File: src/rtl/dgf_pkg.sv
// types, constants and scaling functions shared by the diagonal glow filter
`timescale 1ns / 1ps
package dgf_pkg;

   localparam int CH_W         = 16;
   localparam int IMAGE_SIZE_W = 11;
   localparam int IMAGE_SIZE_RST = 1024;
   localparam int CSR_AW       = 3;
   localparam int CSR_DW       = 32;
   localparam logic CSR_IDX_IMAGE_SIZE = 1'b0;

   localparam logic OP_PUSH  = 1'b0;
   localparam logic OP_DRAIN = 1'b1;

   localparam int WIN_COLS = 3;
   localparam int OQ_DEPTH = 4;
   localparam int OQ_AW    = 2;
   localparam int OQ_CW    = 3;

   // reciprocal multipliers: floor(3x/10) and floor(4x/25) exact for 16-bit x
   localparam int MUL3_W = 19;
   localparam int MUL4_W = 20;
   localparam logic [MUL3_W-1:0] MUL3 = 19'd314573;
   localparam logic [MUL4_W-1:0] MUL4 = 20'd671089;
   localparam int SHIFT3 = 20;
   localparam int SHIFT4 = 22;
   localparam int P3_W = CH_W + MUL3_W;
   localparam int P4_W = CH_W + MUL4_W;

   typedef struct packed {
      logic [CH_W-1:0] red;
      logic [CH_W-1:0] green;
      logic [CH_W-1:0] blue;
   } pix_type;

   typedef struct packed {
      pix_type top;
      pix_type mid;
      pix_type bot;
   } col_type;

   typedef struct packed {
      pix_type older;
      pix_type newer;
   } line_type;

   typedef struct packed {
      logic up;
      logic down;
      logic left;
      logic right;
      logic last;
   } nbr_type;

   typedef struct packed {
      pix_type pix;
      logic    frame_end;
   } rsp_type;

   function automatic logic [CH_W-1:0] scale3(input logic [CH_W-1:0] x);
      logic [P3_W-1:0] p;
      p = P3_W'(x) * P3_W'(MUL3);
      return CH_W'(p[P3_W-1:SHIFT3]);
   endfunction

   function automatic logic [CH_W-1:0] scale4(input logic [CH_W-1:0] x);
      logic [P4_W-1:0] p;
      p = P4_W'(x) * P4_W'(MUL4);
      return CH_W'(p[P4_W-1:SHIFT4]);
   endfunction

   function automatic pix_type scale3_px(input pix_type x);
      pix_type r;
      r.red   = scale3(x.red);
      r.green = scale3(x.green);
      r.blue  = scale3(x.blue);
      return r;
   endfunction

   function automatic pix_type scale4_px(input pix_type x);
      pix_type r;
      r.red   = scale4(x.red);
      r.green = scale4(x.green);
      r.blue  = scale4(x.blue);
      return r;
   endfunction

endpackage

File: src/rtl/dgf_if.sv


interface dgf_rsp_if;
   logic                       valid;
   logic                       ready;
   logic [dgf_pkg::CH_W-1:0]   red_out;
   logic [dgf_pkg::CH_W-1:0]   green_out;
   logic [dgf_pkg::CH_W-1:0]   blue_out;
   logic                       frame_end;

   modport source (output valid, red_out, green_out, blue_out, frame_end, input ready);
   modport sink   (input valid, red_out, green_out, blue_out, frame_end, output ready);
endinterface

File: src/rtl/dgf_ofifo.sv
// small output queue that drives the response channel
`timescale 1ns / 1ps
module dgf_ofifo (
   input  logic                        clock,
   input  logic                        reset,
   input  logic                        push,
   input  dgf_pkg::rsp_type            push_data,
   output logic [dgf_pkg::OQ_CW-1:0]   count,
   dgf_rsp_if.source                   rsp_chan
);

   dgf_pkg::rsp_type                entry_ff [dgf_pkg::OQ_DEPTH];
   logic [dgf_pkg::OQ_AW-1:0]       wr_ptr_ff, wr_ptr_in;
   logic [dgf_pkg::OQ_AW-1:0]       rd_ptr_ff, rd_ptr_in;
   logic [dgf_pkg::OQ_CW-1:0]       count_ff, count_in;
   logic                            pop;
   dgf_pkg::rsp_type                head;

   assign pop  = rsp_chan.valid && rsp_chan.ready;
   assign head = entry_ff[rd_ptr_ff];

   always_comb begin
      wr_ptr_in = push ? wr_ptr_ff + dgf_pkg::OQ_AW'(1) : wr_ptr_ff;
      rd_ptr_in = pop ? rd_ptr_ff + dgf_pkg::OQ_AW'(1) : rd_ptr_ff;
      count_in  = count_ff;
      if (push && !pop) begin
         count_in = count_ff + dgf_pkg::OQ_CW'(1);
      end else if (pop && !push) begin
         count_in = count_ff - dgf_pkg::OQ_CW'(1);
      end
   end

   always_ff @(posedge clock) begin
      if (reset) begin
         wr_ptr_ff <= '0;
         rd_ptr_ff <= '0;
         count_ff  <= '0;
      end else begin
         wr_ptr_ff <= wr_ptr_in;
         rd_ptr_ff <= rd_ptr_in;
         count_ff  <= count_in;
      end
   end

   always_ff @(posedge clock) begin
      if (push) begin
         entry_ff[wr_ptr_ff] <= push_data;
      end
   end

   assign count              = count_ff;
   assign rsp_chan.valid     = (count_ff != '0);
   assign rsp_chan.red_out   = head.pix.red;
   assign rsp_chan.green_out = head.pix.green;
   assign rsp_chan.blue_out  = head.pix.blue;
   assign rsp_chan.frame_end = head.frame_end;

endmodule

File: src/flat_wrapper.sv
// flat-port wrapper written by rule: the top's interface ports become plain ports
module dgf_ofifo_flat 
  (clock, reset, push, push_data, count, rsp_chan_valid, rsp_chan_red_out, rsp_chan_green_out, rsp_chan_blue_out, rsp_chan_frame_end, rsp_chan_ready);
  dgf_rsp_if rsp_chan_i ();
  input  logic clock;
  input  logic reset;
  input  logic push;
  input  dgf_pkg::rsp_type push_data;
  output logic [dgf_pkg::OQ_CW-1:0] count;
  output wire logic [$bits(rsp_chan_i.valid)-1:0] rsp_chan_valid;
  output wire logic [$bits(rsp_chan_i.red_out)-1:0] rsp_chan_red_out;
  output wire logic [$bits(rsp_chan_i.green_out)-1:0] rsp_chan_green_out;
  output wire logic [$bits(rsp_chan_i.blue_out)-1:0] rsp_chan_blue_out;
  output wire logic [$bits(rsp_chan_i.frame_end)-1:0] rsp_chan_frame_end;
  input wire logic [$bits(rsp_chan_i.ready)-1:0] rsp_chan_ready;
  assign rsp_chan_valid = rsp_chan_i.valid;
  assign rsp_chan_red_out = rsp_chan_i.red_out;
  assign rsp_chan_green_out = rsp_chan_i.green_out;
  assign rsp_chan_blue_out = rsp_chan_i.blue_out;
  assign rsp_chan_frame_end = rsp_chan_i.frame_end;
  assign rsp_chan_i.ready = rsp_chan_ready;
  dgf_ofifo u_core (.clock(clock), .reset(reset), .push(push), .push_data(push_data), .count(count), .rsp_chan(rsp_chan_i));
endmodule
File: config.mk
export PLATFORM = sky130hd
export DESIGN_NAME = dgf_ofifo_flat
export DESIGN_NICKNAME = d
export VERILOG_FILES = /design/src/rtl/dgf_pkg.sv /design/src/rtl/dgf_if.sv /design/src/rtl/dgf_ofifo.sv /design/src/flat_wrapper.sv
export SDC_FILE = /design/constraint.sdc
export NUM_CORES = 1
export LEC_CHECK = 0
export ABC_AREA = 1
export BUFFER_PORTS_ARGS = -buffer_cell sky130_fd_sc_hd__buf_2
export CAP_MARGIN = 10
export CORE_AREA = 8 8 140 142
export CTS_CLUSTER_DIAMETER = 200
export DETAILED_ROUTE_END_ITERATION = 16
export DIE_AREA = 0 0 148 150
export SLEW_MARGIN = 40
export SYNTH_ARGS = -nofsm -noshare
export SYNTH_HDL_FRONTEND = slang
export SYNTH_SLANG_ARGS = --single-unit
File: constraint.sdc
create_clock -name clock -period 5.1 [get_ports clock]
set_input_delay 1.02 -clock clock [delete_from_list [all_inputs] [get_ports clock]]
set_output_delay 1.02 -clock clock [all_outputs]
set_load 0.02 [all_outputs]
After elaboration in Yosys (flattened, before gate mapping)
Memory sizes are Yosys's and may differ from the RTL's. A register that Yosys moved wholly into a read port is not among the register bits.
Cells that the tools add are included.

storage, ports and cells
  logic and storage cells = 21
  input port bits = 53
  memories = 1
  output and inout bits = 53
  RAM bits = 196
  register bits after elaboration = 7

operators by class
  mux-type cells = 6
  $add $sub $neg = 4
  reduce and logical (&&, ||, !) cells = 7

memories
  memory           words  bits a word  rd ports  clocked after Yosys merged registers in  write ports  line             text
  u_core.entry_ff  4      49           1         1                                        1            dgf_ofifo.sv:12  dgf_pkg::rsp_type entry_ff [dgf_pkg::OQ_DEPTH];

operators by type and width
  operator                                                            number
  3-bit two-way mux                                                   2
  2-bit by 1-bit adder with 2-bit output, second input constant       2
  2-bit two-way mux                                                   2
  3-bit by 1-bit adder with 3-bit output, second input constant       1
  1-bit logical AND                                                   3
  3-bit nonzero test                                                  1
  3-bit by 1-bit subtractor with 3-bit output, second input constant  1
  1-bit logical NOT                                                   2
  1-bit two-way mux                                                   2
  2-bit nonzero test                                                  1

Longest topological paths before layout
  word-level depth = 5
  gate-level depth with buffers = 12
  depth with buffers taken out = 12

Worst setup path after synthesis
Ideal clock, no wire load.

  kind = in2reg
  start = in push
  end = mem u_core.entry_ff[0][0] (netlist bit), enable pin
  stages on the path = 2
  arrival = 2.012 ns
  library setup time = 0.403 ns
  setup slack = 2.684 ns
  data required time = 4.697 ns
  path buffers = 0
  cells stage by stage = nand2_1 > inv_1

on the way
  longest elaborated chain between the ends = 2

RTL lines
  element                                  line               text
  from (decl)                              flat_wrapper.sv:7  input logic push;
  1-bit two-way mux                        dgf_ofifo.sv:46    if (push) begin
  1-bit two-way mux (implied by the code)  dgf_ofifo.sv:47    entry_ff[wr_ptr_ff] <= push_data;
  to (decl)                                dgf_ofifo.sv:12

Every way passes these cells.

==> results.toml <==
[place]
gp_congestion = 0.731
pre_cts_slack_ns = 2.10
placed_cells = 846
dpl_cell_area_um2 = 8400
post-dp-hpwl_um = 9430
port-buffer-count = 105

[cts]
post-cts-setup-buffers = 0
htreeDepth = 1
cts_buffers = 21
clock_path_buffers = 3
cts.reportedPaths.clkPinSlew_ns = 0.06
cts_tree = "built"
insertion_delay_ns = 0.48
postCtsHoldBufs = 0
cts_root_buffer = "clkbuf_16"
cts_resized = 0
cts_sinks = 205

[detailed_routing]
via_per_inst = 5.32
routed_wl_um = 16500
drc = 0
drt_iter0_markers = 313
drt.antenna.violating_nets = 0
firstDrtPassIters = 4
vias = 4669
wl_per_cell_um = 18.8

[die]
die-height_um = 150
coreArea_um2 = 17500
fp-row-count = 49
ios = 106
die_w_um = 148
dieArea_um2 = 22200
initial_core_util_pct = 44.0

[synthesis]
yosys-top-cells-area = "edfxtp_1 (76%), o21ai_0 (6.3%), nor2_1 (5.0%)"
synth_seq_area_share_pct = 78.6
syn_nets = 596
synth.ff_latch_count = 205
synth.most_common_cell = "edfxtp_1"
synth_edf_count = 196
synth_area_per_cell_um2 = 14.4
synth_cells = 537
netlist-cell-type-count = 19
netlist_area_um2 = 7720
synthTopCellsByCount = "edfxtp_1 (196), nor2_1 (103), o21ai_0 (97)"
async_flop_share_pct = 0
synth_top_area_share_pct = 76.3
yosysWarnings = 0
synth_flop_cell = "edfxtp_1"
synth_top_area_cell = "edfxtp_1"

[worst_hold_path]
hp-class = "register to register"
hold-path-cell-count = 2
min_from = "u_core.rd_ptr_ff[0]"

[sta]
fmax_ghz = 0.291
finalHoldViolCount = 0
relSlewSlack_pct = 49.7
finalCriticalPeriod_ns = 3.43
rsz0062_at_grt = "no"
setup_viol = 0
fin_setup_tns_ns = 0
hold_ws_ns = 0.507
max_slew.worst_pin.slew_ns = 0.755
worst_slack_ns = 1.67
drv_slew = 0
post-route-period-util_pct = 67.3
skew_ns = 0.00757

[cells_and_area]
final_area_um2 = 8990
multi_input_area_um2 = 1390
areaGrowthSynthToFinish_pct = 16.5
fin_nets = 699
instances_no_fill = 878
fillers = 1517
postLayoutCoreUtil_pct = 51.3
drive_gt1_share_pct = 22.1
regArea_um2 = 6070

[global_routing]
antenna_found_initial = 4
grt_pass1_vias = 4871
grt_max_degree = 99
grt_usage_pct = 14.8
grt_pass1_wl_um = 26000
globalRouteOverflowTotal = 0

[outcome]
status = "finished, final reports clean"

[worst_setup_path]
start_kind = "register"
criticalPathCategory = "register to output port"
worstPathMaxFanout = 98
timing.rr.end = "u_core.entry_ff[3][6]"
worstPathRequired_ns = 4.08
reg2reg_slack_ns = 3.16
crit-reg2reg-launch = "u_core.wr_ptr_ff[0]"
r2r_cells = 4
worstPathArrival_ns = 2.41
end_kind = "output port"

[pwr]
power_density_nw_per_um2 = 465
leakage_nw = 3.19
ir_drop_mv = 0.251
p_total_mw = 4.18

[run]
max-cap-violations = 0
## where the power goes
part | leakage (nW) | switching [mW] | internal [mW] | total, mW
Sequential | 1.88 | 0.0559 | 1.93 | 1.99
Combinational | 1.02 | 0.592 | 0.249 | 0.842
Clock | 0.290 | 0.556 | 0.793 | 1.35
## sequential cells by signal, summed over array words and instances (netlist names), named ones only
signal	count
u_core.count	3
u_core.entry_ff	196
u_core.rd_ptr_ff	2
u_core.wr_ptr_ff	2
## per-layer routing
| layer | track usage [%] | part of all wire [%] |
|---|---|---|
| met1 | 18.3 | 43 |
| met2 | 24.8 | 48 |
| met3 | 4.99 | 7.8 |
| met4 | 3.21 | 1.2 |
| met5 | 0 | 0.24 |
## worst max-delay path, cell delays in order, from the launching register on
cell and delay [ns]:
dfxtp_4 0.51, buf_12 0.26, inv_6 0.51, o21ai_0 0.18
o22ai_1 0.22, buf_2 0.21
## cells by family (layout without fill, tap and decap cells)
kind of cell    after synthesis  count (layout)  synth area share, %
compound gates              157             157                 11.0
fa+ha+maj                     6               6                 1.07
buf+inv                      48             159                 3.44
flops                       205             205                 78.6
other cells                   0               1                    0
simple gates                121             121                 5.93
## cells in the final DEF (no fill, tap or decap), types with 6 or more instances in the layout
| cell type | netlist | layout |
|---|---|---|
| a21oi_1 | 6 | 6 |
| buf_2 | 12 | 105 |
| clkbuf_16 | 0 | 21 |
| dfxtp_1 | 9 | 7 |
| edfxtp_1 | 196 | 196 |
| inv_1 | 15 | 11 |
| nand2_1 | 15 | 15 |
| nor2_1 | 103 | 103 |
| o21ai_0 | 97 | 97 |
| o22ai_1 | 49 | 49 |
## how the worst max path moves through the flow
stage,start,to,slack [ns],cells past startpoint
detailed placement,register,rsp_chan_blue_out[13],2.10,5
floorplan,push,u_core.entry_ff[0][0],2.68,2
finish,register,rsp_chan_blue_out[13],1.67,5
global placement,register,rsp_chan_blue_out[13],1.96,4
global route,register,rsp_chan_blue_out[15],1.41,5
CTS,register,rsp_chan_blue_out[13],1.58,5
## cell type report
class,count,share of cell area (%)
sequential,205,67.5
multi-input combinational,284,15.4
timing repair buffer,111,6.48
clock buffer,25,6.01
tap,229,3.19
inverter,17,0.793
clock inverter,6,0.570
antenna,1,0.0278
(Power assumes the default switching activity.)
