### config.mk
export PLATFORM = sky130hd
export DESIGN_NAME = dgf_cell
export DESIGN_NICKNAME = d
export VERILOG_FILES = /design/src/rtl/dgf_pkg.sv /design/src/rtl/dgf_cell.sv
export SDC_FILE = /design/constraint.sdc
export NUM_CORES = 1
export LEC_CHECK = 0
export BUFFER_PORTS_ARGS = -buffer_cell sky130_fd_sc_hd__buf_2
export CORE_UTILIZATION = 30
export CTS_CLUSTER_SIZE = 10
export DETAILED_ROUTE_END_ITERATION = 8
export PLACE_DENSITY_LB_ADDON = 0.08
export SLEW_MARGIN = 10
export SYNTH_ARGS = -nofsm -noshare
export SYNTH_HDL_FRONTEND = slang
export SYNTH_SLANG_ARGS = --single-unit
### constraint.sdc
create_clock -name clock -period 1.19 [get_ports clock]
set_input_delay 0.0595 -clock clock [delete_from_list [all_inputs] [get_ports clock]]
set_output_delay 0.0595 -clock clock [all_outputs]
set_load 0.01 [all_outputs]
### src/rtl/dgf_pkg.sv
// types, constants and scaling functions shared by the diagonal glow filter
`timescale 1ns / 1ps
package dgf_pkg;

   localparam int CH_W         = 16;
   localparam int IMAGE_SIZE_W = 11;
   localparam int IMAGE_SIZE_RST = 1024;
   localparam int CSR_AW       = 3;
   localparam int CSR_DW       = 32;
   localparam logic CSR_IDX_IMAGE_SIZE = 1'b0;

   localparam logic OP_PUSH  = 1'b0;
   localparam logic OP_DRAIN = 1'b1;

   localparam int WIN_COLS = 3;
   localparam int OQ_DEPTH = 4;
   localparam int OQ_AW    = 2;
   localparam int OQ_CW    = 3;

   // reciprocal multipliers: floor(3x/10) and floor(4x/25) exact for 16-bit x
   localparam int MUL3_W = 19;
   localparam int MUL4_W = 20;
   localparam logic [MUL3_W-1:0] MUL3 = 19'd314573;
   localparam logic [MUL4_W-1:0] MUL4 = 20'd671089;
   localparam int SHIFT3 = 20;
   localparam int SHIFT4 = 22;
   localparam int P3_W = CH_W + MUL3_W;
   localparam int P4_W = CH_W + MUL4_W;

   typedef struct packed {
      logic [CH_W-1:0] red;
      logic [CH_W-1:0] green;
      logic [CH_W-1:0] blue;
   } pix_type;

   typedef struct packed {
      pix_type top;
      pix_type mid;
      pix_type bot;
   } col_type;

   typedef struct packed {
      pix_type older;
      pix_type newer;
   } line_type;

   typedef struct packed {
      logic up;
      logic down;
      logic left;
      logic right;
      logic last;
   } nbr_type;

   typedef struct packed {
      pix_type pix;
      logic    frame_end;
   } rsp_type;

   function automatic logic [CH_W-1:0] scale3(input logic [CH_W-1:0] x);
      logic [P3_W-1:0] p;
      p = P3_W'(x) * P3_W'(MUL3);
      return CH_W'(p[P3_W-1:SHIFT3]);
   endfunction

   function automatic logic [CH_W-1:0] scale4(input logic [CH_W-1:0] x);
      logic [P4_W-1:0] p;
      p = P4_W'(x) * P4_W'(MUL4);
      return CH_W'(p[P4_W-1:SHIFT4]);
   endfunction

   function automatic pix_type scale3_px(input pix_type x);
      pix_type r;
      r.red   = scale3(x.red);
      r.green = scale3(x.green);
      r.blue  = scale3(x.blue);
      return r;
   endfunction

   function automatic pix_type scale4_px(input pix_type x);
      pix_type r;
      r.red   = scale4(x.red);
      r.green = scale4(x.green);
      r.blue  = scale4(x.blue);
      return r;
   endfunction

endpackage

### src/rtl/dgf_cell.sv
// one window column: holds three weighted taps and hands them to its left neighbour
`timescale 1ns / 1ps
module dgf_cell (
   input  logic             clock,
   input  logic             reset,
   input  logic             shift,
   input  dgf_pkg::col_type col_in,
   output dgf_pkg::col_type col_out
);

   dgf_pkg::col_type col_ff;
   dgf_pkg::col_type col_in_w;

   always_comb begin
      col_in_w = shift ? col_in : col_ff;
   end

   always_ff @(posedge clock) begin
      if (reset) begin
         col_ff <= '0;
      end else begin
         col_ff <= col_in_w;
      end
   end

   assign col_out = col_ff;

endmodule

# After elaboration in Yosys (flattened, before gate mapping)
# Index checks and enable logic that the tools add are counted.
# word_totals
out_inout_bits	144
word_cells	9
register_bits	144
in_bits	147

# Depth between registers and ports, before layout
# Gate-level depths: netlist (run 1).
# depth
word_depth	0
ltp_mapped	5
mapped_depth_nobuf	2

# Worst setup path after synthesis (run 1)
# OpenSTA, ideal clock, no wires.
# synth_path
path_kind	input to register
start	input shift
end	register col_ff, in the netlist col_out[100]
n_path_buf	3
setup_slack_ps	345
t_arrival_ps	728
stages	5
required_ps	1073
setup_time_ps	117
cell_sequence	buf_4 > buf_6 > buf_6 > mux2i_1 > nor2_1
# synth_rtl
item	line	rtl
start, declared	dgf_cell.sv:6	input logic shift,
end signal, assigned	dgf_cell.sv:22	col_ff <= col_in_w;
end, declared	dgf_cell.sv:11	dgf_pkg::col_type col_ff;

==> results.md, run 1 <==
- Vias in the first global route: roughly 5000
- Placed cell areas: ~6800 um^2
- Cells after synthesis: around 460
- Crit. End Element: register
- Worst-Skew Late Latency: ~410 ps
- Yosys warns: 0
- Top post-synthesis cells by area: dfxtp_1 57%, mux2i_1 28%, nor2_1 11%, buf_6 1.6%, buf_4 1.3%
- 1st-pass router iterations: 4
- RD Place Congestion: about 0.73
- Worst Skew: 0 ps
- Port Buffers: just under 300
- Largest net degree at the start of global routing: 59
- Final Hold Violating Endpoints: 4
- Post-synthesis mux area share: 0.284
- Clock sinks: 144
- Final period utilization: 0.964
- Fillers: approximately 1500
- # diodes: 0
- CTS Buf Count: 17
- Main combinational cell family by area after synthesis: multiplexers
- DRC viols: 0
- Syn avg cell area: roughly 11 um^2
- Worst setup SP type: register
- Final #Nets: approximately 1100
- Relative slew slack: 0.817
- Critical path type: register to register
- Via-per-instance ratio: 4.26
- Unrepaired setup endpoints after global routing: no
- Detailed Route WL: ~15000 um
- MaxCap Viol Count: 0
- Tot Pwr: between 10 and 15 mW
- CP Data Required Time: between 1000 and 1500 ps
- Overflow after GRT: 0
- Mapped cell area: slightly above 5000 um^2
- Ys async rst share: 0
- CTS tree: built
- Endpoints failing setup: 0
- Die Height: ~130 um
- Antenna Nets Post-Route: 0
- Vias after detailed routing: ~4800
- Number of flops mapped to enable cells by yosys: 0
- Synth top cells by count: 144 x dfxtp_1, 144 x mux2i_1, 144 x nor2_1
- Drt wl/cell: ~13 um
- Peak Freq: between 800 and 900 MHz
- Dpl hpwl: between 9000 and 10000 um
- Synth Area in Compound Gates: 0
- Cell variety after synth: 7
- Share of post-route cells with drive strength above 1: 0.369
- Die Wd: around 130 um
- Utilization of the core after routing: 0.540
- Worst-Margin Slew: ~270 ps
- Adder-cell share of the synthesized area: 0
- Post-synth top flop: dfxtp_1
- Die Area: 17500 um^2
- Area growth from synthesis to layout: 76.4%
- Yosys reg bits: 144
- Hold crit path type: input port to register
- Simple-gate share of the synthesized area: 0.106
- Overall routing resource usage: 0.171
- Setup_tns: 0 ps
- Num ports: between 200 and 300
- Fin crit period: ~1100 ps
- Initial antenna violation count: 0
- Status: complete, but fails checks
- Violated checks: hold timing
- P per Cell Area: about 1400 nW/um^2
- H-tree lvl count: 4
- Max Slew Vio Count: 0
- Starting Density: 0.306
- Mapped Nets: slightly above 600
- Largest register FFs: 144
- Starting DRT DRC Count: between 80 and 90
- Synth top area share: 0.567
- Core Box Area: 16600 um^2
- Post-synthesis xor/xnor area fraction: 0
- Final Instance Area: ~9000 um^2
- Row cnt: 47
- Sequential share of the synthesized area: 0.567
- Peak supply drop: around 0.00092 V
- Root Driver: clkbuf_16
- Leakage: 4.66 nW
- First-pass GRT wire length: between 20000 and 25000 um
- Leading area contributor after synthesis: dfxtp_1
- Worst-path clk slew: approximately 60 ps
- Longest Clk Path Bufs: 2
- CP Data Arrival Time: 1450 ps
- Final hold slack: -11.0 ps
- Crit path max fanout: 2
-- layer usage --
layer | GRT usage | up-vias | part of all wire
li1 | - | 2418 | -
met4 | 0.0911 | 0 | 0.029
met2 | 0.301 | 191 | 0.49
met3 | 0.0484 | 33 | 0.063
met1 | 0.185 | 2196 | 0.41
met5 | 0 | - | 0
-- report_power, final --
group / total, mW / internal (mW) / switching [mW]
Clock: 5.88 / 3.85 / 2.03
Sequential: 5.25 / 5.12 / 0.139
Combinational: 1.80 / 1.02 / 0.781
Total: 12.9 / 9.98 / 2.95
-- cell usage in the layout (no fill, tap or decap) --
cell type	count
clkbuf_8	2
clkinv_2	1
bufinv_16	5
buf_12	8
buf_6	1
clkinvlp_4	2
inv_6	2
clkbuf_1	1
dfxtp_1	139
buf_4	5
clkinv_4	2
dfxtp_2	5
dlygate4sd3_1	150
nor2_1	144
mux2i_1	144
clkbuf_16	17
buf_2	288
-- worst paths after layout --
path	startpoint	end	slack (ps)	cells past startpoint
setup / recovery	col_out[37]$_SDFFE_PP0P_	col_out[37]$_SDFFE_PP0P_	40	3
hold / removal	reset	col_out[67]$_SDFFE_PP0P_	-10	2
setup reg to reg	col_out[37]$_SDFFE_PP0P_	col_out[37]$_SDFFE_PP0P_	40	3
hold reg to reg	col_out[19]$_SDFFE_PP0P_	col_out[19]$_SDFFE_PP0P_	490	2
-- final cells by class --
class | count | area (um^2) | area share
flip-flops and latches | 144 | 2890 | 0.322
repair buffers | 452 | 3150 | 0.352
clock inverters | 12 | 205 | 0.0229
well taps | 220 | 275 | 0.0307
clock buffers | 20 | 457 | 0.0510
multi-input cells | 288 | 1980 | 0.221
-- per-stage QoR --
step,worst slack (ps),cells,hold WS [ps]
global placement,251,953,291
floorplan,345,464,207
finish,42.7,1136,-11.0
detailed placement,237,953,303
CTS,28.2,1145,32.4
global route,1.37,1136,8.30
-- worst max-delay path, stage by stage (launching register included) --
cell	delay, ps
dfxtp_1	310
mux2i_1	120
nor2_1	50
dlygate4sd3_1	560
-- logic make-up (layout without fill, tap and decap cells) --
logic type             Yosys count  after routing
AND/OR/NAND/NOR                144            144
buffers and inverters           32            484
multiplexers                   144            144
flip-flops                     144            144
-- repair_timing --
action                                  4_1_cts  5_1_grt
hold buffers                                160        1
resized for setup                             0        5
setup buffers                                 0        1
endpoints found under the setup margin        0       11
hold endpoints to repair                    144        1
Power figures use the tool's default switching activity.
==> run 2, diff against run 1 <==
- BUFFER_PORTS_ARGS: -buffer_cell sky130_fd_sc_hd__buf_2 -> not set
- DONT_BUFFER_PORTS: not set -> 1
==> run 2 against run 1 <==
The flow still finishes with violations (hold timing). Hold slack lost 270 ps. Power fell by 13%. Final cell count decreased by 40%. Largest power group is now sequential cells. Clock-buffer cell count decreased by 2. Worst setup slack worse by 37 ps. Highest routed layer unchanged. Via count shrank 34%. Critical path type unchanged. Utilization fell by 19 points. Design area shrank 35%. Clock power is 9.9% lower. Flip-flop and latch count stayed put. Sequential power increased by 4.2%. Largest cell class is now registers. Global-route usage fell by 3.7 points.
==> results.md, run 2 (synthesis results as in run 1) <==
- Status: complete, but fails checks (unchanged)
- Violated checks: hold timing (unchanged)
- Post-CTS Setup Repair Bufs: 0 (unchanged)
- Peak supply drop: 0.000896 V (was 0.000918 V)
- Final Hold Violating Endpoints: 141 (was 4)
- Via-per-instance ratio: 4.62 (was 4.26)
- CTS tree: built (unchanged)
- Row cnt: 47 (unchanged)
- Leakage: 2.62 nW (was 4.66 nW)
- Area growth from synthesis to layout: 14.7% (was 76.4%)
- Unrepaired setup endpoints after global routing: no (unchanged)
- 1st-pass router iterations: 3 (was 4)
- Final hold slack: -283 ps (was -11.0 ps)
- MaxCap Viol Count: 0 (unchanged)
- Antenna Nets Post-Route: 0 (unchanged)
- RD Place Congestion: 0.721 (was 0.734)
- First-pass GRT wire length: 18000 um (was 23600 um)
- Num ports: 291 (unchanged)
- Root Driver: clkbuf_16 (unchanged)
- Worst r2r dst: col_out[109]$_SDFFE_PP0P_ (was col_out[37]$_SDFFE_PP0P_)
- Most frequent cells in the layout: 144 x mux2i_1, 144 x nor2_1, 99 x dfxtp_1 (was 288 x buf_2, 150 x dlygate4sd3_1, 144 x mux2i_1, 144 x nor2_1, 139 x dfxtp_1)
- Max Slew Vio Count: 0 (unchanged)
- Die Area: 17500 um^2 (unchanged)
- CP Data Required Time: 1470 ps (was 1490 ps)
- Longest Clk Path Bufs: 2 (unchanged)
- Clock sinks: 144 (unchanged)
- Die Wd: 132 um (unchanged)
- Endpoints failing setup: 0 (unchanged)
- Fillers: 1707 (was 1509)
- Final Instance Area: 5830 um^2 (was 8960 um^2)
- Placed cell areas: 5140 um^2 (was 6780 um^2)
- Peak Freq: 844 MHz (was 872 MHz)
- Setup_tns: 0 ps (unchanged)
- Crit path max fanout: 2 (unchanged)
- Worst-path clk slew: 60 ps (about the same)
- Reg2reg start: col_out[109]$_SDFFE_PP0P_ (was col_out[37]$_SDFFE_PP0P_)
- Reg-to-reg setup timing slack: 6 ps (was 40 ps)
- Die Height: 132 um (unchanged)
- Core Box Area: 16600 um^2 (unchanged)
- Initial antenna violation count: 0 (unchanged)
- Overflow after GRT: 0 (unchanged)
- # diodes: 0 (unchanged)
- Hold Path Cell Cnt: 1 (was 2)
- H-tree lvl count: 4 (unchanged)
- Overall routing resource usage: 0.133 (was 0.171)
- Crit. End Element: register (unchanged)
- Starting DRT DRC Count: 98 (was 83)
- CTS Buf Count: 17 (unchanged)
- WHS Endpoint: col_out[44]$_SDFFE_PP0P_ (was col_out[67]$_SDFFE_PP0P_)
- DRC viols: 0 (unchanged)
- Vias in the first global route: 3469 (was 4970)
- Worst Skew: 0 ps (unchanged)
- Starting Density: 0.306 (unchanged)
- Beginning of the worst hold path: reset (unchanged)
- Final period utilization: 0.995 (was 0.964)
- Share of post-route cells with drive strength above 1: 0.163 (was 0.369)
- R2R depth: 3 (unchanged)
- Largest register FFs: 144 (unchanged)
- Relative slew slack: 0.664 (was 0.817)
- Fin crit period: 1180 ps (was 1150 ps)
- CP Data Arrival Time: 1470 ps (was 1450 ps)
- Detailed Route WL: 11400 um (was 14900 um)
- Dpl hpwl: 7560 um (was 9680 um)
- Worst-Margin Slew: 505 ps (was 274 ps)
- Vias after detailed routing: 3174 (was 4838)
- Drt wl/cell: 16.6 um (was 13.1 um)
- Worst-Skew Late Latency: 400 ps (was 410 ps)
- Port Buffers: 0 (was 290)
- Largest net degree at the start of global routing: 145 (was 59)
- Hold crit path type: input port to register (unchanged)
- Hold Buf Count CTS: 45 (was 160)
- Critical path type: register to register (unchanged)
- Final #Nets: 601 (was 1050)
- Worst setup SP type: register (unchanged)
- P per Cell Area: 1930 nW/um^2 (was 1440 nW/um^2)
## run 2: worst max-delay path: stages, from the launching register on
cell and delay, ps:
dfxtp_2 330, mux2i_1 120, nor2_1 60, dlygate4sd3_1 560
## run 2: report_power, final
part / switching [mW] / internal, mW / total [mW]
Clock: 2.01 / 3.29 / 5.30
Combinational: 0.154 / 0.296 / 0.450
Sequential: 0.342 / 5.13 / 5.47
Total: 2.51 / 8.72 / 11.2
## run 2: metrics by stage
step / setup WS (ps) / total power, mW / util / std cells
2_1_floorplan: 345 / 6.10 / - / 464
4_1_cts: 7.88 / 11.6 / 0.373 / 729
5_1_grt: 1.19 / 11.8 / 0.351 / 687
6_report: 5.57 / 11.2 / 0.351 / 687
3_3_place_gp: 535 / 6.00 / 0.310 / 652
3_5_place_dp: 517 / 6.01 / 0.310 / 652
## run 2: worst max path at each step
stage	from	to	slack [ps]	cells after the start
2_1_floorplan	shift	col_out[100]$_SDFFE_PP0P_	340	5
3_3_place_gp	col_out[27]$_SDFFE_PP0P_	col_out[27]$_SDFFE_PP0P_	530	2
3_5_place_dp	col_out[27]$_SDFFE_PP0P_	col_out[27]$_SDFFE_PP0P_	520	2
4_1_cts	col_out[38]$_SDFFE_PP0P_	col_out[38]$_SDFFE_PP0P_	8	3
5_1_grt	col_out[109]$_SDFFE_PP0P_	col_out[109]$_SDFFE_PP0P_	1	3
6_report	col_out[109]$_SDFFE_PP0P_	col_out[109]$_SDFFE_PP0P_	6	3
## run 2: timing repair
| item | CTS | global route |
|---|---|---|
| hold endpoints to repair | 144 | 141 |
| endpoints found under the setup margin | 0 | 45 |
| gates resized for setup | 0 | 47 |
## run 2: per-layer routing
metal | part of all wire | vias to the layer above | wire [um] | global-route usage
met2 | 0.49 | 180 | 5580 | 0.225
met5 | 0 | - | 0 | 0
met1 | 0.39 | 1462 | 4390 | 0.143
met3 | 0.10 | 19 | 1160 | 0.0538
li1 | - | 1513 | - | -
met4 | 0.023 | 0 | 264 | 0.0724
## run 2: layout make-up
cell class / count / area [um^2] / share of cell area
Timing Repair Buffer: 3 / 30.0 / 0.00515
Tap cell: 220 / 275 / 0.0472
Sequential cell: 144 / 2940 / 0.505
Multi-Input combinational cell: 288 / 1980 / 0.340
Clock buffer: 18 / 429 / 0.0737
Clock inverter: 14 / 166 / 0.0286
